<file path="src/design/sliding_window_rate_limiter_top_macros.svh">
// ----------------------------------------------------------------------------
// sliding window rate limiter assertion macros
// shared property shapes for the block's concurrent checks
// ----------------------------------------------------------------------------
`ifndef SLIDING_WINDOW_RATE_LIMITER_TOP_MACROS_SVH
`define SLIDING_WINDOW_RATE_LIMITER_TOP_MACROS_SVH

// same-cycle implication, disabled during reset
`define SWRL_ASSERT_IMP(lbl, ante, cons, msg) \
  lbl: assert property (@(posedge clk_i) disable iff (!rst_ni) (ante) |-> (cons)) \
    else $error(msg);

// next-cycle implication, disabled during reset
`define SWRL_ASSERT_NXT(lbl, ante, cons, msg) \
  lbl: assert property (@(posedge clk_i) disable iff (!rst_ni) (ante) |=> (cons)) \
    else $error(msg);

`endif

</file>
<file path="src/design/swrl_pkg.sv">
// ----------------------------------------------------------------------------
// swrl_pkg
// types and constants shared by the rate limiter cell chain and controller
// ----------------------------------------------------------------------------
`default_nettype none

package swrl_pkg;

  localparam int unsigned TS_W = 32;

  // item function codes
  localparam logic [1:0] FUNC_CHECK  = 2'd0;
  localparam logic [1:0] FUNC_RECORD = 2'd1;
  localparam logic [1:0] FUNC_VIOL   = 2'd2;

  // verdict codes
  localparam logic [1:0] VERDICT_OK     = 2'd0;
  localparam logic [1:0] VERDICT_BANNED = 2'd1;
  localparam logic [1:0] VERDICT_SHORT  = 2'd2;
  localparam logic [1:0] VERDICT_LONG   = 2'd3;

  // register indexes
  localparam logic [2:0] REG_MAX_SHORT  = 3'd0;
  localparam logic [2:0] REG_MAX_LONG   = 3'd1;
  localparam logic [2:0] REG_SHORT_WIN  = 3'd2;
  localparam logic [2:0] REG_LONG_WIN   = 3'd3;
  localparam logic [2:0] REG_BAN_LEN    = 3'd4;
  localparam logic [2:0] REG_VIOL_LIMIT = 3'd5;

  // register reset values
  localparam logic [6:0]      RST_MAX_SHORT  = 7'd10;
  localparam logic [6:0]      RST_MAX_LONG   = 7'd60;
  localparam logic [TS_W-1:0] RST_SHORT_WIN  = 32'd1000;
  localparam logic [TS_W-1:0] RST_LONG_WIN   = 32'd60000;
  localparam logic [TS_W-1:0] RST_BAN_LEN    = 32'd300000;
  localparam logic [7:0]      RST_VIOL_LIMIT = 8'd3;

  localparam logic [7:0] VIOL_MAX = 8'hFF;

  // what each cell does as the sweep passes it
  typedef enum logic [2:0] {
    MODE_PRUNE  = 3'b001,
    MODE_COUNT  = 3'b010,
    MODE_INSERT = 3'b100
  } mode_e;

  // values broadcast to every cell; user holds windows stable during a sweep
  typedef struct packed {
    mode_e           mode;
    logic [TS_W-1:0] now;
    logic [TS_W-1:0] short_window;
    logic [TS_W-1:0] long_window;
  } bcast_t;

  // sweep token handed from cell to cell
  typedef struct packed {
    logic act;
    logic carry_v;
  } wave_t;

endpackage

`default_nettype wire

</file>
<file path="src/design/swrl_cell.sv">
// ----------------------------------------------------------------------------
// swrl_cell
// one log slot: prunes, inserts by swap, and adds its hits to the running counts
// ----------------------------------------------------------------------------
`default_nettype none

`include "sliding_window_rate_limiter_top_macros.svh"

module swrl_cell #(
  parameter int unsigned CW  = 7,
  parameter int unsigned IDX = 0
) (
  input  wire                          clk_i,
  input  wire                          rst_ni,
  input  swrl_pkg::bcast_t             bc_i,
  input  swrl_pkg::wave_t              w_i,
  input  wire [swrl_pkg::TS_W-1:0]     carry_s_i,
  input  wire [CW-1:0]                 short_i,
  input  wire [CW-1:0]                 long_i,
  output swrl_pkg::wave_t              w_o,
  output logic [swrl_pkg::TS_W-1:0]    carry_s_o,
  output logic [CW-1:0]                short_o,
  output logic [CW-1:0]                long_o
);

  logic                      v_q;
  logic [swrl_pkg::TS_W-1:0] s_q;
  logic                      nv;
  logic [swrl_pkg::TS_W-1:0] ns;
  logic                      cov;
  logic [swrl_pkg::TS_W-1:0] age_old;
  logic [swrl_pkg::TS_W-1:0] age_new;
  logic                      short_hit;
  swrl_pkg::wave_t           w_q;
  logic [swrl_pkg::TS_W-1:0] carry_q;
  logic [CW-1:0]             short_q;
  logic [CW-1:0]             long_q;

  // new slot content for the passing sweep
  always_comb begin
    nv      = v_q;
    ns      = s_q;
    cov     = 1'b0;
    age_old = bc_i.now - s_q;
    unique case (bc_i.mode)
      swrl_pkg::MODE_PRUNE: begin
        nv = v_q && (age_old <= bc_i.long_window);
      end
      swrl_pkg::MODE_INSERT: begin
        if (w_i.carry_v) begin
          nv  = 1'b1;
          ns  = carry_s_i;
          cov = v_q;
        end
      end
      swrl_pkg::MODE_COUNT: begin
        nv = v_q;
      end
      default: begin
        nv = v_q;
      end
    endcase
    age_new   = bc_i.now - ns;
    short_hit = nv && (age_new <= bc_i.short_window);
  end

  // slot valid
  always_ff @(posedge clk_i or negedge rst_ni) begin
    if (!rst_ni) begin
      v_q <= 1'b0;
    end else if (w_i.act) begin
      v_q <= nv;
    end
  end

  // slot stamp
  always_ff @(posedge clk_i) begin
    if (w_i.act) begin
      s_q <= ns;
    end
  end

  // sweep token
  always_ff @(posedge clk_i or negedge rst_ni) begin
    if (!rst_ni) begin
      w_q <= '0;
    end else begin
      w_q.act     <= w_i.act;
      w_q.carry_v <= w_i.act & cov;
    end
  end

  // carried entry and running counts
  always_ff @(posedge clk_i) begin
    carry_q <= s_q;
    short_q <= short_i + CW'(short_hit);
    long_q  <= long_i + CW'(nv);
  end

  assign w_o       = w_q;
  assign carry_s_o = carry_q;
  assign short_o   = short_q;
  assign long_o    = long_q;

  // counts cannot exceed the cells already passed
  `SWRL_ASSERT_IMP(a_long_bound, w_q.act, int'(long_q) <= int'(IDX) + 1, "long count overrun")
  `SWRL_ASSERT_IMP(a_short_le_long, w_q.act, short_q <= long_q, "short count above long count")

endmodule

`default_nettype wire

</file>
<file path="config.mk">
export PLATFORM = sky130hd
export DESIGN_NAME = swrl_cell
export DESIGN_NICKNAME = d
export VERILOG_FILES = /design/src/design/swrl_pkg.sv /design/src/design/swrl_cell.sv
export VERILOG_INCLUDE_DIRS = /design/src /design/src/design
export SDC_FILE = /design/constraint.sdc
export NUM_CORES = 1
export LEC_CHECK = 0
export ABC_AREA = 1
export BUFFER_PORTS_ARGS = -buffer_cell sky130_fd_sc_hd__buf_2
export CORE_MARGIN = 4
export CORE_UTILIZATION = 40
export DETAILED_ROUTE_END_ITERATION = 16
export HOLD_SLACK_MARGIN = 0.08
export PLACE_DENSITY = 0.61
export SLEW_MARGIN = 25
export SYNTH_ARGS = -nofsm -noshare
export SYNTH_HDL_FRONTEND = slang
export SYNTH_SLANG_ARGS = --single-unit
</file>
<file path="constraint.sdc">
create_clock -name clk_i -period 10.19 [get_ports clk_i]
set_input_delay 2.038 -clock clk_i [delete_from_list [all_inputs] [get_ports clk_i]]
set_output_delay 2.038 -clock clk_i [all_outputs]
set_load 0.005 [all_outputs]
</file>
==> results.py, run 1 <==
metrics = {
    "critical_path": {
        "crit_path_frequent_cell": "nand2_1",
        "slowest_stage": "o21ai_0",
        "end_kind": "flop",
        "path_max_fanout": 65,
        "start_kind": "input pin",
        "reg2reg_setup_slack_ns": 5.65,
        "r2r.worst_path.cells": 26,
        "arrival_ns": 7.30,
        "worstReg2RegStart": "s_q[1]",
        "crit_required_ns": 10.43,
        "crit_buf_inv": 2,
        "critPathTopFamily": "simple AND/OR/NAND/NOR gates",
        "r2r-end": "short_o[6]",
        "critPathKind": "input pin to flop",
        "cp_slowest_stage_delay_ns": 0.54,
    },
    "die": {
        "initial_core_util_pct": 41.0,
        "ios": 197,
        "dieHeight_um": 152,
        "rows": 52,
        "core_um2": 20400,
        "die_w_um": 152,
        "die_area_um2": 23300,
    },
    "cts": {
        "clock_sinks": 81,
        "htree_levels": 3,
        "holdBufCountCts": 0,
        "cts_max_path_buffers": 2,
        "clk_pin_slew_ns": 0.07,
        "postCtsSetupRepairBufs": 0,
        "root_buffer": "clkbuf_16",
        "cts_tree": "done",
        "clkLatencyLatePin_ns": 0.35,
        "cts_buffers": 9,
        "cts_resized": 0,
    },
    "logic_synthesis": {
        "synth_top_area_cell": "ha_1",
        "ys_ff_latch": 81,
        "synth_edf_count": 32,
        "synth_top_area_share_pct": 19.5,
        "avgSynthCellArea_um2": 6.77,
        "synthArstFlopShare_pct": 3.70,
        "synth.most_common_cell": "nand2_1",
        "yosys_warnings": 0,
        "synthFlopType": "dfxtp_1",
        "netlist_area_um2": 8350,
        "synth-seq-area-share_pct": 23.4,
        "synth_cells": 1234,
        "yosys-top-cells-count": "nand2_1, inv_1, ha_1, nor2_1, a21oi_1",
        "yosysUniqueCellTypes": 37,
        "syn_nets": 1515,
        "synthTopCellsByArea": "ha_1, nand2_1, edfxtp_1, dfxtp_1, inv_1",
    },
    "global_route": {
        "overflow": 0,
        "track_usage_pct": 21.8,
        "grt_pass1_vias": 8186,
        "grt_pass1_wl_um": 41100,
        "grt_max_degree": 66,
        "antenna_found_initial": 0,
    },
    "worst_hold_path": {
        "min_from": "s_q[19]",
        "hp-class": "flop to flop",
        "holdPathStages": 0,
        "hold_end": "carry_s_o[19]",
    },
    "timing": {
        "fmax_mhz": 142,
        "skew_ns": 0.0101,
        "drv_slew": 0,
        "setup_violations": 0,
        "period_share_pct": 69.3,
        "worst_pin_slew_ns": 0.848,
        "final_hold_viol_count": 0,
        "rsz0062_at_grt": "no",
        "fin_setup_tns_ns": 0,
        "min_period_ns": 7.06,
        "maxSlewHeadroom_pct": 43.4,
    },
    "run": {
        "maxCapViolations": 0,
    },
    "detailed_routing": {
        "ant_nets": 0,
        "wl_met1_um": 11900,
        "wl_met3_um": 1180,
        "top_layer_used": "met4",
        "wl_um": 26000,
        "wl_met2_um": 12500,
        "num_vias": 8276,
        "dr.pass1.iters": 5,
        "drc": 0,
        "via_per_inst": 4.84,
        "wire_per_inst_um": 15.2,
        "first_iter_violations": 397,
    },
    "status": {
        "outcome": "completed",
    },
    "pwr": {
        "p_leak_nw": 5.60,
        "power_density_nw_per_um2": 126,
        "p_total_w": 0.00126,
        "ir_worst_vdd_mv": 0.0713,
    },
    "finish": {
        "fin_util_pct": 48.9,
        "area_growth_pct": 19.1,
        "final_nets": 1715,
        "stdcell_count": 1709,
        "final.fill_count": 2203,
        "drive_gt1_share_pct": 16.3,
        "insertedDiodeCount": 0,
    },
    "placement": {
        "hpwlAfterDp_um": 22800,
        "gp_congestion": 0.979,
        "numPlacedInstances": 1693,
        "portBuffers": 196,
    },
}
-- per-layer routing --
layer  global-route usage (%)  vias to the layer above
li1                         -                     4394
met1                     28.7                     3651
met2                     37.9                      201
met3                     2.78                       30
met4                     5.56                        0
met5                        0                        -
-- cell usage in the layout, fill, tap and decap left out, types with 5 or more instances in the layout --
master and instances:
o21bai_1 16, nand2_1 302, a21o_1 13, nand3_1 48, xnor2_1 10, nor4_1 5, a21oi_1 99, and3_1 7
nand4_1 13, ha_1 130, edfxtp_1 32, nor3_1 12, nand2_2 6, buf_2 196, clkbuf_16 9, o21ai_2 5
a31oi_1 6, o21ai_0 67, inv_1 233, xor2_1 44, dfxtp_1 46, nor2_1 101, o21a_1 6
-- where the power goes --
part | switching [W] | internal, W | total [W]
combinational | 0.000339 | 0.000214 | 0.000553
sequential | 0.00000984 | 0.000364 | 0.000374
clock | 0.000157 | 0.000175 | 0.000331
total | 0.000505 | 0.000753 | 0.00126
-- worst max path at each step --
stage                     startpoint          to  slack, ns  cells past startpoint
after CTS                   bc_i[96]  short_o[6]       2.82                     27
after detailed placement    bc_i[96]  short_o[6]       2.45                     27
after floorplan             bc_i[96]  short_o[6]       4.42                     29
after global routing        bc_i[96]  short_o[6]       2.71                     27
final                       bc_i[96]  short_o[6]       3.13                     27
after global placement      bc_i[96]  short_o[6]       2.52                     27
-- state kept, by name (all words and copies together) (netlist names) --
| signal | flops |
|---|---|
| long_o | 7 |
| w_o | 2 |
| v_q | 1 |
| s_q | 32 |
| short_o | 7 |
| carry_s_o | 32 |
-- cell type report --
class	count	area [um^2]	share of cell area, %
Multi-Input combinational cell	913	5500	55.3
Sequential cell	81	1960	19.7
Timing Repair Buffer	196	981	9.86
Inverter	233	875	8.79
Tap cell	270	338	3.39
Clock buffer	9	225	2.26
Clock inverter	7	76.3	0.767
-- cell families after synthesis --
group / after synthesis / share of synthesized area, %
AOI/OAI and AO/OA: 222 / 15.1
and+or+nand+nor: 505 / 25.1
DFF: 81 / 23.4
xor gates and xnor gates: 54 / 5.66
adders and majority gates: 132 / 20.0
buffers and inverters: 240 / 10.8
-- stage by stage --
step           setup WS, ns  hold WS [ns]  cell area, um^2
2_1_floorplan          4.42         0.348             8350
3_3_place_gp           2.52         0.348             9640
4_1_cts                2.82         0.360             9950
3_5_place_dp           2.45         0.356             9640
5_1_grt                2.71         0.378             9950
6_report               3.13         0.361             9950
-- worst register-to-register path: stages (launching register included) --
cell	delay, ns
edfxtp_1	0.47
inv_1	0.12
nand2_1	0.05
o21ai_0	0.20
inv_1	0.14
fa_1	0.50
o21ai_2	0.29
nand2_1	0.10
nand2_2	0.11
nand2_1	0.07
nand3_2	0.10
nand3_1	0.10
nand3_1	0.09
nand2_1	0.06
ha_1	0.26
nand2_1	0.06
nor2_1	0.16
nand2_1	0.10
nor2_1	0.15
nand2_1	0.07
a21oi_1	0.41
nor2_1	0.10
ha_1	0.21
ha_1	0.21
nand3_1	0.10
nor2_1	0.06
xor2_1	0.13
No activity file was read; power rests on OpenSTA's default activity.
==> inputs of run 2 (changes only) <==
ABC_AREA = 0   (was 1)
PLACE_DENSITY = 0.65   (was 0.61)
clock period = 5.8 ns   (was 10.19 ns; I/O delays follow)
==> run 2 against run 1 <==
The flow now finishes with violations (setup timing). Flip-flop and latch count stayed put. Design area up 8.3%. Area after synthesis is 11% lower. Critical path type unchanged. Non-clock buffer count is 168 higher. Cell count decreased by 15%. Core utilization grew 11 points. Via count is 13% lower. Global-route usage decreased by 1.6 points. Largest cell class unchanged. Combinational power increased by 100%. Routed wire length shrank 13%.
==> results.py, run 2 <==
metrics = {
    "critical_path": {
        "crit_cells": 29,
        "worstReg2RegStart": "s_q[1]",
        "startpoint": "bc_i[96]",
        "r2r.worst_path.cells": 28,
        "arrival_ns": 6.03,
        "critPathKind": "input pin to flop",
        "reg2reg_setup_slack_ns": 0.66,
        "cp_slowest_stage_delay_ns": 0.41,
        "critPathTopFamily": "compound AO/OA/AOI/OAI gates",
        "path_max_fanout": 7,
        "end_kind": "flop",
        "crit_buf_inv": 7,
        "crit_required_ns": 6.01,
        "start_kind": "input pin",
        "crit_path_frequent_cell": "buf_4",
        "slowest_stage": "fa_2",
    },
    "timing": {
        "final_hold_viol_count": 0,
        "period_share_pct": 100,
        "setup_violations": 2,
        "drv_slew": 0,
        "skew_ns": 0.0150,
        "maxSlewHeadroom_pct": 42.2,
        "worst_pin_slew_ns": 0.867,
        "rsz0062_at_grt": "yes",
        "min_period_ns": 5.81,
        "fmax_mhz": 172,
        "postLayoutSetupSlackWorst_ns": -0.0147,
    },
    "worst_hold_path": {
        "hp-class": "flop to flop",
        "holdPathStages": 0,
        "min_from": "s_q[22]",
    },
    "detailed_routing": {
        "drc": 0,
        "num_vias": 7221,
        "first_iter_violations": 382,
        "via_per_inst": 4.97,
        "ant_nets": 0,
        "wl_um": 22600,
        "dr.pass1.iters": 5,
        "wire_per_inst_um": 15.5,
    },
    "global_route": {
        "use_met2_pct": 33.3,
        "grt_max_degree": 37,
        "gr-usage-met3_pct": 1.75,
        "busiest_layer": "met2",
        "grt_pass1_vias": 6891,
        "grt_pass1_wl_um": 33500,
        "track_usage_pct": 20.2,
        "antenna_found_initial": 1,
        "grt_util_met1_pct": 28.2,
        "overflow": 0,
    },
    "finish": {
        "drive_gt1_share_pct": 37.2,
        "finalInstanceArea_um2": 10800,
        "final_nets": 1499,
        "area_growth_pct": 44.6,
        "final_cell_mix": "buf_2, buf_4, inv_1",
        "layout_commonest_cell": "buf_2",
    },
    "cts": {
        "cts_buffers": 9,
        "cts_tree": "done",
        "clock_sinks": 81,
        "cts_max_path_buffers": 2,
        "holdBufCountCts": 0,
        "root_buffer": "clkbuf_16",
        "htree_levels": 3,
        "clk_pin_slew_ns": 0.06,
        "clkLatencyLatePin_ns": 0.34,
    },
    "logic_synthesis": {
        "synth_edf_count": 32,
        "synthFlopType": "dfxtp_1",
        "synth_top_area_share_pct": 21.8,
        "avgSynthCellArea_um2": 8.80,
        "synthArstFlopShare_pct": 3.70,
        "syn_nets": 1128,
        "synthTopCellsByArea": "ha_1, edfxtp_1, dfxtp_1, inv_1, xnor2_1",
        "yosys_warnings": 0,
        "synth_cells": 847,
        "ys_ff_latch": 81,
        "synth-seq-area-share_pct": 26.3,
        "netlist_area_um2": 7450,
        "synth.most_common_cell": "inv_1",
        "yosysUniqueCellTypes": 68,
        "synth_top_area_cell": "ha_1",
        "yosys-top-cells-count": "inv_1, ha_1, a21oi_1, dfxtp_1, xnor2_1",
    },
    "die": {
        "initial_core_util_pct": 41.1,
        "die_area_um2": 20900,
        "ios": 197,
        "dieHeight_um": 144,
        "core_um2": 18100,
        "rows": 49,
        "die_w_um": 144,
    },
    "run": {
        "maxCapViolations": 0,
    },
    "status": {
        "outcome": "complete, but fails checks",
        "violations": "setup timing",
    },
    "pwr": {
        "p_total_w": 0.00234,
        "power_density_nw_per_um2": 217,
        "p_leak_nw": 5.60,
        "ir_worst_vdd_mv": 0.139,
    },
    "placement": {
        "gp_congestion": 0.919,
        "postPlaceCellArea_um2": 9850,
        "hpwlAfterDp_um": 18400,
        "portBuffers": 196,
        "place_ws_ns": -0.710,
    },
}
-- run 2: cell count changes after synthesis, moves of 15 or more --
cell     delta
a21o_1     +27
a21oi_1    -35
inv_1      -93
mux2i_1    +30
nand2_1   -269
nand3_1    -24
nor2_1     -61
o21a_1     +15
o21ai_0    -32
xnor2_1    +31
xor2_1     -25
-- run 2: power breakdown --
part	total (W)	internal (W)	switching, W	leakage (nW)
Combinational	0.00112	0.000573	0.000549	4.73
Sequential	0.000672	0.000646	0.0000253	0.739
Clock	0.000548	0.000295	0.000253	0.130
-- run 2: cell type report --
class                      instances  area (um^2)
fill                            1592         7370
multi-input combinational        622         5390
timing repair buffer             364         2340
sequential                        81         1960
inverter                         140          526
tap                              229          287
clock buffer                      10          229
clock inverter                     6         50.0
antenna                            1         2.50
-- run 2: metrics by stage --
stage	instances	TNS [ns]	util, %	hold WS [ns]
2_1_floorplan	847	0	-	0.348
3_3_place_gp	1414	-3.94	54.3	0.349
3_5_place_dp	1414	-4.80	54.3	0.362
4_1_cts	1443	-0.206	57.5	0.375
5_1_grt	1453	-1.28	59.4	0.381
6_report	1453	-0.0206	59.4	0.381
-- run 2: worst reg2reg max path, delay by kind of cell (launching register included) --
family | cells | cell delay, ns
XOR/XNOR | 2 | 0.29
flip-flops | 1 | 0.50
buffers and inverters | 5 | 0.66
AND/OR/NAND/NOR | 5 | 0.48
adder cells (fa/ha/maj) | 3 | 0.69
AO/OA/AOI/OAI | 13 | 2.38
-- run 2: final timing paths --
path                                      end
worst max-delay path               short_o[5]
worst max register to register     short_o[5]
max in group asynchronous                 v_q
min in group asynchronous              w_o[1]
worst min register to register  carry_s_o[22]
worst min-delay path            carry_s_o[22]
-- run 2: what timing repair did --
item	4_1_cts	5_1_grt
gates cloned	1	0
resized for setup	42	47
buffers inserted	12	11
pin swaps	28	23
setup endpoints to repair	7	12
-- run 2: logic make-up after synthesis --
| logic type | synth area share, % |
|---|---|
| AND/OR/NAND/NOR | 11.8 |
| multiplexers | 4.33 |
| adder cells (fa/ha/maj) | 22.4 |
| AO/OA/AOI/OAI | 20.6 |
| XOR/XNOR | 7.37 |
| buffers and inverters | 7.26 |
| flip-flops | 26.3 |
-- run 2: layer usage --
layer | vias up | part of all wire [%]
met3 | 24 | 4.0
met2 | 162 | 46
met1 | 3276 | 48
met4 | 0 | 2.1
met5 | - | 0
li1 | 3759 | -
