**src/design/sliding_window_rate_limiter_top_macros.svh**
```systemverilog
// ----------------------------------------------------------------------------
// sliding window rate limiter assertion macros
// shared property shapes for the block's concurrent checks
// ----------------------------------------------------------------------------
`ifndef SLIDING_WINDOW_RATE_LIMITER_TOP_MACROS_SVH
`define SLIDING_WINDOW_RATE_LIMITER_TOP_MACROS_SVH

// same-cycle implication, disabled during reset
`define SWRL_ASSERT_IMP(lbl, ante, cons, msg) \
  lbl: assert property (@(posedge clk_i) disable iff (!rst_ni) (ante) |-> (cons)) \
    else $error(msg);

// next-cycle implication, disabled during reset
`define SWRL_ASSERT_NXT(lbl, ante, cons, msg) \
  lbl: assert property (@(posedge clk_i) disable iff (!rst_ni) (ante) |=> (cons)) \
    else $error(msg);

`endif

```
**src/design/swrl_pkg.sv**
```systemverilog
// ----------------------------------------------------------------------------
// swrl_pkg
// types and constants shared by the rate limiter cell chain and controller
// ----------------------------------------------------------------------------
`default_nettype none

package swrl_pkg;

  localparam int unsigned TS_W = 32;

  // item function codes
  localparam logic [1:0] FUNC_CHECK  = 2'd0;
  localparam logic [1:0] FUNC_RECORD = 2'd1;
  localparam logic [1:0] FUNC_VIOL   = 2'd2;

  // verdict codes
  localparam logic [1:0] VERDICT_OK     = 2'd0;
  localparam logic [1:0] VERDICT_BANNED = 2'd1;
  localparam logic [1:0] VERDICT_SHORT  = 2'd2;
  localparam logic [1:0] VERDICT_LONG   = 2'd3;

  // register indexes
  localparam logic [2:0] REG_MAX_SHORT  = 3'd0;
  localparam logic [2:0] REG_MAX_LONG   = 3'd1;
  localparam logic [2:0] REG_SHORT_WIN  = 3'd2;
  localparam logic [2:0] REG_LONG_WIN   = 3'd3;
  localparam logic [2:0] REG_BAN_LEN    = 3'd4;
  localparam logic [2:0] REG_VIOL_LIMIT = 3'd5;

  // register reset values
  localparam logic [6:0]      RST_MAX_SHORT  = 7'd10;
  localparam logic [6:0]      RST_MAX_LONG   = 7'd60;
  localparam logic [TS_W-1:0] RST_SHORT_WIN  = 32'd1000;
  localparam logic [TS_W-1:0] RST_LONG_WIN   = 32'd60000;
  localparam logic [TS_W-1:0] RST_BAN_LEN    = 32'd300000;
  localparam logic [7:0]      RST_VIOL_LIMIT = 8'd3;

  localparam logic [7:0] VIOL_MAX = 8'hFF;

  // what each cell does as the sweep passes it
  typedef enum logic [2:0] {
    MODE_PRUNE  = 3'b001,
    MODE_COUNT  = 3'b010,
    MODE_INSERT = 3'b100
  } mode_e;

  // values broadcast to every cell; user holds windows stable during a sweep
  typedef struct packed {
    mode_e           mode;
    logic [TS_W-1:0] now;
    logic [TS_W-1:0] short_window;
    logic [TS_W-1:0] long_window;
  } bcast_t;

  // sweep token handed from cell to cell
  typedef struct packed {
    logic act;
    logic carry_v;
  } wave_t;

endpackage

`default_nettype wire

```
**src/design/swrl_ctrl.sv**
```systemverilog
// ----------------------------------------------------------------------------
// swrl_ctrl
// handshakes, configuration, ban state, sweep launch and verdict
// ----------------------------------------------------------------------------
`default_nettype none

`include "sliding_window_rate_limiter_top_macros.svh"

module swrl_ctrl #(
  parameter int unsigned CW = 7
) (
  input  wire                       clk_i,
  input  wire                       rst_ni,
  // input stream
  input  wire                       s_axis_tvalid,
  output logic                      s_axis_tready,
  input  wire [31:0]                s_axis_tdata,   // [31:0] now_ms
  input  wire [1:0]                 s_axis_tuser,   // [1:0] func
  // result stream
  output logic                      m_axis_tvalid,
  input  wire                       m_axis_tready,
  output logic [23:0]               m_axis_tdata,   // [1:0] verdict, [8:2] short_count,
                                                    // [15:9] long_count, [16] ban_active
  // configuration writes
  input  wire                       cfg_valid_i,
  output logic                      cfg_ready_o,
  input  wire [2:0]                 cfg_index_i,
  input  wire [31:0]                cfg_data_i,
  // cell chain
  output swrl_pkg::bcast_t          bc_o,
  output swrl_pkg::wave_t           w_head_o,
  input  swrl_pkg::wave_t           w_tail_i,
  input  wire [CW-1:0]              short_i,
  input  wire [CW-1:0]              long_i
);

  localparam int unsigned XW = (CW > 7) ? CW : 7;

  typedef enum logic [2:0] {
    ST_IDLE  = 3'b001,
    ST_SWEEP = 3'b010,
    ST_DONE  = 3'b100
  } state_e;

  state_e                    state_q, state_d;
  logic                      launch_q;
  swrl_pkg::mode_e           mode_q, mode_d;
  logic [swrl_pkg::TS_W-1:0] now_q;
  logic [1:0]                func_q;
  logic                      holds_q, holds;
  logic                      banned_q, banned_d;
  logic [swrl_pkg::TS_W-1:0] ban_until_q, ban_until_d;
  logic [7:0]                viol_q, viol_d, viol_inc;
  logic [swrl_pkg::TS_W-1:0] ban_diff;
  logic                      in_xfer;
  logic                      out_load;

  logic [6:0]                max_short_q, max_long_q;
  logic [swrl_pkg::TS_W-1:0] short_win_q, long_win_q, ban_len_q;
  logic [7:0]                viol_limit_q;

  logic [XW-1:0]             short_x, long_x;
  logic [1:0]                verdict;
  logic [23:0]               pend_q;
  logic                      out_valid_q;
  logic [23:0]               out_q;

  assign in_xfer       = s_axis_tvalid && s_axis_tready;
  assign s_axis_tready = (state_q == ST_IDLE);
  assign out_load      = (state_q == ST_DONE) && (!out_valid_q || m_axis_tready);
  assign cfg_ready_o   = 1'b1;

  // configuration registers
  always_ff @(posedge clk_i or negedge rst_ni) begin
    if (!rst_ni) begin
      max_short_q  <= swrl_pkg::RST_MAX_SHORT;
      max_long_q   <= swrl_pkg::RST_MAX_LONG;
      short_win_q  <= swrl_pkg::RST_SHORT_WIN;
      long_win_q   <= swrl_pkg::RST_LONG_WIN;
      ban_len_q    <= swrl_pkg::RST_BAN_LEN;
      viol_limit_q <= swrl_pkg::RST_VIOL_LIMIT;
    end else if (cfg_valid_i && cfg_ready_o) begin
      unique case (cfg_index_i)
        swrl_pkg::REG_MAX_SHORT:  max_short_q  <= cfg_data_i[6:0];
        swrl_pkg::REG_MAX_LONG:   max_long_q   <= cfg_data_i[6:0];
        swrl_pkg::REG_SHORT_WIN:  short_win_q  <= cfg_data_i;
        swrl_pkg::REG_LONG_WIN:   long_win_q   <= cfg_data_i;
        swrl_pkg::REG_BAN_LEN:    ban_len_q    <= cfg_data_i;
        swrl_pkg::REG_VIOL_LIMIT: viol_limit_q <= cfg_data_i[7:0];
        default: ;
      endcase
    end
  end

  // ban test and state update on an input transfer
  always_comb begin
    ban_diff    = s_axis_tdata - ban_until_q;
    holds       = banned_q && ban_diff[swrl_pkg::TS_W-1];
    banned_d    = banned_q;
    ban_until_d = ban_until_q;
    viol_d      = viol_q;
    viol_inc    = (viol_q != swrl_pkg::VIOL_MAX) ? viol_q + 8'd1 : viol_q;
    mode_d      = swrl_pkg::MODE_COUNT;
    unique case (s_axis_tuser)
      swrl_pkg::FUNC_CHECK: begin
        if (!holds) begin
          mode_d   = swrl_pkg::MODE_PRUNE;
          banned_d = 1'b0;
          if (banned_q) begin
            viol_d = '0;
          end
        end
      end
      swrl_pkg::FUNC_RECORD: begin
        mode_d = swrl_pkg::MODE_INSERT;
      end
      swrl_pkg::FUNC_VIOL: begin
        viol_d = viol_inc;
        if (viol_inc >= viol_limit_q) begin
          banned_d    = 1'b1;
          ban_until_d = s_axis_tdata + ban_len_q;
        end
      end
      default: ;
    endcase
  end

  // ban state and item registers
  always_ff @(posedge clk_i or negedge rst_ni) begin
    if (!rst_ni) begin
      banned_q    <= 1'b0;
      ban_until_q <= '0;
      viol_q      <= '0;
      mode_q      <= swrl_pkg::MODE_COUNT;
      func_q      <= swrl_pkg::FUNC_CHECK;
      holds_q     <= 1'b0;
      now_q       <= '0;
    end else if (in_xfer) begin
      banned_q    <= banned_d;
      ban_until_q <= ban_until_d;
      viol_q      <= viol_d;
      mode_q      <= mode_d;
      func_q      <= s_axis_tuser;
      holds_q     <= holds;
      now_q       <= s_axis_tdata;
    end
  end

  // sequencer
  always_comb begin
    state_d = state_q;
    unique case (state_q)
      ST_IDLE:  if (in_xfer)       state_d = ST_SWEEP;
      ST_SWEEP: if (w_tail_i.act)  state_d = ST_DONE;
      ST_DONE:  if (out_load)      state_d = ST_IDLE;
      default:                     state_d = ST_IDLE;
    endcase
  end

  always_ff @(posedge clk_i or negedge rst_ni) begin
    if (!rst_ni) begin
      state_q  <= ST_IDLE;
      launch_q <= 1'b0;
    end else begin
      state_q  <= state_d;
      launch_q <= in_xfer;
    end
  end

  // broadcast and sweep head
  assign bc_o.mode         = mode_q;
  assign bc_o.now          = now_q;
  assign bc_o.short_window = short_win_q;
  assign bc_o.long_window  = long_win_q;
  assign w_head_o.act      = launch_q;
  assign w_head_o.carry_v  = (mode_q == swrl_pkg::MODE_INSERT);

  // verdict from the counts at the chain tail
  always_comb begin
    short_x = XW'(short_i);
    long_x  = XW'(long_i);
    verdict = swrl_pkg::VERDICT_OK;
    if (func_q == swrl_pkg::FUNC_CHECK) begin
      priority if (holds_q) begin
        verdict = swrl_pkg::VERDICT_BANNED;
      end else if (short_x >= XW'(max_short_q)) begin
        verdict = swrl_pkg::VERDICT_SHORT;
      end else if (long_x >= XW'(max_long_q)) begin
        verdict = swrl_pkg::VERDICT_LONG;
      end else begin
        verdict = swrl_pkg::VERDICT_OK;
      end
    end
  end

  // finished result waiting for the output register
  always_ff @(posedge clk_i) begin
    if (w_tail_i.act) begin
      pend_q[1:0]   <= verdict;
      pend_q[8:2]   <= (short_x > XW'(127)) ? 7'd127 : short_x[6:0];
      pend_q[15:9]  <= (long_x > XW'(127)) ? 7'd127 : long_x[6:0];
      pend_q[16]    <= banned_q;
      pend_q[23:17] <= '0;
    end
  end

  // output register
  always_ff @(posedge clk_i or negedge rst_ni) begin
    if (!rst_ni) begin
      out_valid_q <= 1'b0;
    end else if (out_load) begin
      out_valid_q <= 1'b1;
    end else if (m_axis_tready) begin
      out_valid_q <= 1'b0;
    end
  end

  always_ff @(posedge clk_i) begin
    if (out_load) begin
      out_q <= pend_q;
    end
  end

  assign m_axis_tvalid = out_valid_q;
  assign m_axis_tdata  = out_q;

  `SWRL_ASSERT_IMP(a_tail_in_sweep, w_tail_i.act, state_q == ST_SWEEP, "sweep ended outside sweep")
  `SWRL_ASSERT_NXT(a_launch_once, launch_q, !launch_q, "sweep launched twice")
  `SWRL_ASSERT_NXT(a_ban_cleared, in_xfer && (s_axis_tuser == swrl_pkg::FUNC_CHECK) && !holds,
                   !banned_q, "expired ban not cleared")

endmodule

`default_nettype wire

```
**config.mk**
```make
export PLATFORM = sky130hd
export DESIGN_NAME = swrl_ctrl
export DESIGN_NICKNAME = d
export VERILOG_FILES = /design/src/design/swrl_pkg.sv /design/src/design/swrl_ctrl.sv
export VERILOG_INCLUDE_DIRS = /design/src /design/src/design
export SDC_FILE = /design/constraint.sdc
export NUM_CORES = 1
export LEC_CHECK = 0
export ABC_AREA = 1
export BUFFER_PORTS_ARGS = -buffer_cell sky130_fd_sc_hd__buf_2
export CORE_MARGIN = 3
export CORE_UTILIZATION = 55
export DETAILED_ROUTE_END_ITERATION = 10
export GPL_ROUTABILITY_DRIVEN = 1
export PLACE_DENSITY_LB_ADDON = 0.12
export SYNTH_ARGS = -nofsm -noshare
export SYNTH_HDL_FRONTEND = slang
export SYNTH_SLANG_ARGS = --single-unit
export TNS_END_PERCENT = 20
```
**constraint.sdc**
```tcl
create_clock -name clk_i -period 3.3 [get_ports clk_i]
set_input_delay 0.33 -clock clk_i [delete_from_list [all_inputs] [get_ports clk_i]]
set_output_delay 0.33 -clock clk_i [all_outputs]
set_load 0.03 [all_outputs]
```
==> impl_metrics.ini, run 1 <==
[outcome]
status = finished, final reports clean

[logic_synthesis]
yosys_warnings = 0
ys.flop_type = dfrtp_1
async_flop_share_pct = 85.59
avgSynthCellArea_sq_um = 8.523
syn_area_sq_mm = 0.01204
syn-instance-count = 1413
ys_types = 41
ys_seq_area_share_pct = 50.77
synth_edf_count = 34
ys_ff_latch = 236

[routing]
drt_first_pass_iters = 5
num_vias = 9959
drt_iter0_markers = 494
drc_errors = 0
antenna_left = 0
drt_wl_total_um = 29540
wl_per_cell_um = 15.42
via_per_inst = 5.198

[global_routing]
grt_max_degree = 99
grt_usage_pct = 25.16
grt_pass1_vias = 9934
antenna_found_initial = 3
grt-ovfl-total = 0
grt_pass1_wl_um = 49460

[timing]
rsz0062_at_grt = false
period_needed_ns = 2.877
fmax_ghz = 0.3476
hold_violations = 0
fin_crit_sh_pct = 87.18
tns_ns = 0
max_slew_margin_pct = 33.30
setup_violations = 0
hold_ws_ns = 0.05035
skew_ns = 0.01133
finalMaxSlewViolations = 0
tightest_slew_ns = 0.9970

[placement]
portBuffers = 208
dp_cells = 1852
gp_congestion = 0.9073
dpl.hpwl_um = 21950

[cts]
clk_latency_ns = 0.53
h-tree-depth = 1
numCtsBuffers = 25
clock-root-buffer = clkbuf_16
clk_pin_slew_ns = 0.06
numClockSinks = 236
clk_path_buf_depth = 3
cts_tree = built

[job]
max_cap_viol_count = 0

[power_and_ir_drop]
power_density_mw_per_mm2 = 785.5
p_leak_uw = 0.007442
ir_drop_v = 0.0004651

[finish]
finish.utilization_pct = 67.42
synthToLayoutAreaGrowth_pct = 19.18
fin_nets = 1795
drive_gt1_share_pct = 18.49
final_cell_count_no_fill = 1916

[die]
die_width_um = 154.0
die_h_um = 154.0
dieArea_sq_mm = 0.02371
rows = 53
coreArea_sq_mm = 0.02129
io_pins = 218
start_util_pct = 56.57

[critical_path]
crit_path_end_kind = register
crit_arrival_ns = 3.28
timing.critical_path.from_type = register
critical_path_class = register to register
critical_path_required_ns = 3.70
crit_fanout = 42

[min_path]
hp-class = input pin to register
==> timing repair <==
item                       in CTS  in global routing
buffers inserted                0                  0
setup endpoints to repair       0                 32
resized for setup               0                  4
hold endpoints to repair       89                  0
hold buffers                   16                  0
==> cell usage after synthesis, types with 14 or more instances <==
| library cell | count | share of area (%) |
|---|---|---|
| a21oi_1 | 61 | 2.5 |
| clkbuf_1 | 36 | 1.1 |
| dfrtp_1 | 171 | 36 |
| dfstp_2 | 31 | 6.8 |
| edfxtp_1 | 34 | 8.5 |
| ha_1 | 84 | 8.7 |
| inv_1 | 165 | 5.1 |
| nand2_1 | 428 | 13 |
| nand3_1 | 41 | 1.7 |
| nand4_1 | 19 | 0.99 |
| nor2_1 | 59 | 1.8 |
| o21ai_0 | 157 | 6.5 |
| o21ai_1 | 21 | 0.87 |
| xnor2_1 | 14 | 1.0 |
==> routing by layer <==
| metal | GRT usage [%] | share of wire [%] |
|---|---|---|
| met1 | 35.37 | 44 |
| met2 | 41.33 | 46 |
| met3 | 3.856 | 6.5 |
| met4 | 6.434 | 2.8 |
| met5 | 0 | 0 |
==> worst max-delay path, stage by stage, from the launching register on <==
cell and delay (ns):
dfrtp_1 0.41, ha_1 0.21, nand3_1 0.16, nor3_2 0.20, nand2_2 0.15, mux2_2 0.31, ha_1 0.29, a21oi_1 0.16
o21ai_0 0.09, nand2_1 0.06, o2111ai_1 0.17, nand2_2 0.18, buf_12 0.22, o21ai_0 0.11
==> placed cells by master, fill, tap and decap left out, types with 6 or more instances in the layout <==
master           n
a21oi_1         61
buf_2          207
buf_4            6
clkbuf_1        10
clkbuf_16       25
conb_1           8
dfrtp_1        171
dfstp_2         31
dlygate4sd3_1   16
edfxtp_1        34
ha_1            84
inv_1          165
nand2_1        426
nand3_1         39
nand3b_1         6
nand4_1         19
nor2_1          59
nor3_1          11
o21a_1           6
o21ai_0        157
o21ai_1         21
xnor2_1         14
xor2_1          11
==> state kept, by name, indices dropped and copies added (netlist names), 2 cells and up <==
signal and count:
ban_len_q 32, ban_until_q 32, func_q 2, long_win_q 32, m_axis_tdata 17, max_long_q 7
max_short_q 7, mode_q 3, now_q 32, pend_q 17, short_win_q 32, state_q 3
viol_limit_q 8, viol_q 8
==> power by group <==
group | total [uW] | switching [uW] | internal (uW)
Clock | 3020 | 1140 | 1880
Combinational | 4060 | 2760 | 1300
Sequential | 4190 | 410 | 3780
Total | 11300 | 4310 | 6960
==> path summary, 6_finish.rpt <==
kind,slack (ns),startpoint,cells after the start,end
max in group asynchronous,2.02,rst_ni,3,max_short_q[1]
worst min-delay path,0.05,s_axis_tdata[6],3,now_q[6]
worst min register to register,0.41,pend_q[6],0,m_axis_tdata[6]
min in group asynchronous,0.47,rst_ni,2,long_win_q[10]
worst max register to register,0.42,viol_q[0],13,ban_until_q[6]
worst max-delay path,0.42,viol_q[0],13,ban_until_q[6]
==> kinds of logic after synthesis <==
logic type                 count (synthesis)  synth area share [%]
and+or+nand+nor                          573                 19.32
AOI/OAI and AO/OA                        263                 11.43
DFF                                      236                 50.77
buffers and inverters                    228                 7.605
adders and majority gates                 85                 8.894
xor gates and xnor gates                  25                 1.818
other                                      2               0.06236
muxes                                      1               0.09350
==> layout make-up <==
type                    count  area [sq um]
flip-flops and latches    236          6115
well taps                 275         344.1
inverters                 169         636.9
clock buffers              39         718.2
fillers                  1777          6934
multi-input cells         955          5055
repair buffers            233          1315
clock inverters             7         163.9
diodes                      2         5.005
==> per-stage QoR <==
| stage | cell area, sq um | worst slack [ns] | total power, uW |
|---|---|---|---|
| final | 14350 | 0.4232 | 11270 |
| after global routing | 14350 | 0.07226 | 12080 |
| after CTS | 14340 | 0.2380 | 11360 |
| after detailed placement | 13300 | 0.2667 | 8292 |
| after global placement | 13300 | 0.3745 | 8176 |
| after floorplan | 12070 | 0.7001 | 7082 |
(Power assumes the default switching activity.)
==> inputs of run 2 (changes only) <==
--- a/config.mk
+++ b/config.mk
@@ -6,7 +6,6 @@
 export SDC_FILE = /design/constraint.sdc
 export NUM_CORES = 1
 export LEC_CHECK = 0
-export ABC_AREA = 1
 export BUFFER_PORTS_ARGS = -buffer_cell sky130_fd_sc_hd__buf_2
 export CORE_MARGIN = 3
 export CORE_UTILIZATION = 55
==> run 2 against run 1 <==
- clock power fell by 8.6%
- largest cell class unchanged
- routed wire length is 12% lower
- setup slack worse by 0.20 ns
==> impl_metrics.ini, run 2 <==
[outcome]
status = finished, final reports clean

[min_path]
hold_start = long_i[6]
hp-class = input pin to register

[die]
start_util_pct = 56.84
die_h_um = 151.5
coreArea_sq_mm = 0.02049
dieArea_sq_mm = 0.02296
io_pins = 218
die_width_um = 151.5
rows = 52

[logic_synthesis]
synth_adder_area_share_pct = 9.194
ys_ff_latch = 236
synthXorXnorAreaFrac_pct = 2.331
async_flop_share_pct = 85.59
ys.flop_type = dfrtp_1
synth_area_leader_cell = dfrtp_1
synth_top_family_by_area = simple AND/OR/NAND/NOR gates
avgSynthCellArea_sq_um = 10.95
yosys_warnings = 0
synth_common_cells = nand2_1, dfrtp_1, mux2_2
syn-instance-count = 1064
synth_compound_area_share_pct = 10.49
ys_seq_area_share_pct = 52.49
ys_types = 59
synth_edf_count = 34
syn_area_sq_mm = 0.01165
synth-simple-area-share_pct = 10.64
yosysMostFrequentCell = nand2_1
synth_top_area_share_pct = 36.73
ys_top_cells_by_area = dfrtp_1, mux2_2, ha_1
muxShareOfSynthArea_pct = 10.62

[cts]
clk_pin_slew_ns = 0.06
numClockSinks = 236
numCtsBuffers = 25
clk_latency_ns = 0.52
clk_path_buf_depth = 3
h-tree-depth = 1
cts_tree = built
clock-root-buffer = clkbuf_16

[routing]
drt_iter0_markers = 434
via_per_inst = 5.363
drt-met1-wl_um = 11500
wl_per_cell_um = 16.58
dr_wl_met3_um = 1449
drt_wl_total_um = 25930
num_vias = 8388
drt_first_pass_iters = 4
drc_errors = 0
wl_met2_um = 12450
antenna_left = 0
maxUsedRoutingLayer = met5

[timing]
hold_ws_ns = 0.01923
hold_violations = 0
period_needed_ns = 3.079
finalMaxSlewViolations = 0
fin_crit_sh_pct = 93.31
fmax_ghz = 0.3247
rsz0062_at_grt = false
setup_violations = 0
max_slew_margin_pct = 57.45
tightest_slew_ns = 0.6358
skew_ns = 0.008288

[finish]
fillers = 1611
drive_gt1_share_pct = 32.23
synthToLayoutAreaGrowth_pct = 19.42
final_cell_count_no_fill = 1564
final_common_cell = buf_2
num_antenna_cells = 0
fin_nets = 1450
mostFrequentLayoutCells = buf_2, nand2_1, dfrtp_1
design_area_sq_mm = 0.01391

[critical_path]
cp-endpoint = ban_until_q[9]
critical_path_required_ns = 3.70
crit_path_end_kind = register
crit_fanout = 13
critical_path_class = register to register
timing.critical_path.from_type = register
worst-r2r-cell-count = 12
crit_start = viol_q[0]
timing.rr.end = ban_until_q[9]
reg2reg_slack_ns = 0.22
crit_arrival_ns = 3.48
reg2reg_from = viol_q[0]

[power_and_ir_drop]
ir_drop_v = 0.0004744
p_int_uw = 7010
seqPwrFrac_pct = 38.7
swShare_pct = 37.05
p_sw_uw = 4125
power_density_mw_per_mm2 = 800.5
p_leak_uw = 0.006688
power.share.clock_pct = 24.8
combPwrFrac_pct = 36.6

[job]
max_cap_viol_count = 0

[placement]
placed_area_sq_mm = 0.01298
gp_congestion = 0.8811
dp_cells = 1508
dpl.hpwl_um = 18690
portBuffers = 208

[global_routing]
antenna_found_initial = 2
grt_max_degree = 75
grt_pass1_wl_um = 41600
grt_pass1_vias = 8213
grt_usage_pct = 22.53
grt-ovfl-total = 0
[run 2: power by group through the flow]
stage          Clock (uW)  Sequential, uW  Combinational, uW
6_report             2760            4310               4070
5_1_grt              2950            4410               4550
4_1_cts              2820            4310               4110
3_5_place_dp            0            4340               4060
3_3_place_gp            0            4310               3960
2_1_floorplan           0            5040               2160
[run 2: worst min-delay path by stage]
stage / slack (ns) / depth (start not counted) / to
2_1_floorplan: 0.03 / 0 / ban_len_q[0]
3_3_place_gp: 0.40 / 1 / long_win_q[26]
3_5_place_dp: 0.40 / 1 / long_win_q[27]
4_1_cts: 0.001 / 1 / pend_q[11]
5_1_grt: 0.002 / 1 / pend_q[11]
6_report: 0.02 / 1 / pend_q[15]
[run 2: cell type report]
type	instances	area (sq um)	area share, %
Multi-Input combinational cell	715	5111	36.74
Tap cell	270	337.8	2.429
Timing Repair Buffer	230	1285	9.237
Inverter	67	251.5	1.808
Clock buffer	38	714.4	5.136
Clock inverter	8	96.34	0.6926
Sequential cell	236	6115	43.96
[run 2: kinds of logic (layout without fill, tap and decap cells)]
kind of cell | Yosys count | after routing
other | 2 | 8
buffers and inverters | 119 | 343
adders and majority gates | 85 | 85
DFF | 236 | 236
muxes | 110 | 110
AOI/OAI and AO/OA | 199 | 199
xor gates and xnor gates | 31 | 31
and+or+nand+nor | 282 | 282
[run 2: repair_timing]
item                                    in CTS  in global routing
endpoints found under the hold margin       77                  1
buffers inserted                             2                  0
hold buffers                                 7                  1
gates resized for setup                      0                  2
endpoints found under the setup margin      11                 27
[run 2: metrics by stage]
step | TNS, ns | power (uW) | setup slack [ns] | utilization, %
after floorplan | 0 | 7207 | 0.3708 | -
after global placement | 0 | 8265 | 0.04217 | 63.35
after detailed placement | -0.02521 | 8405 | -0.02521 | 63.35
after CTS | 0 | 11240 | 0.1260 | 67.78
after global routing | 0 | 11910 | 0.02563 | 67.88
final | 0 | 11140 | 0.2207 | 67.88
[run 2: metal layers]
layer / up-vias / global-route usage [%]
li1: 4080 / -
met1: 4046 / 31.61
met2: 211 / 37.47
met3: 47 / 3.748
met4: 4 / 4.582
met5: - / 0
[run 2: worst max-delay path: stages (launching register included)]
cell	delay, ns
dfrtp_1	0.41
ha_1	0.22
and3_1	0.26
nand3_2	0.18
xnor2_1	0.24
ha_1	0.26
nand2b_1	0.13
a21o_1	0.17
a211oi_1	0.23
o21ai_0	0.19
o211ai_4	0.15
buf_12	0.18
mux2_2	0.33
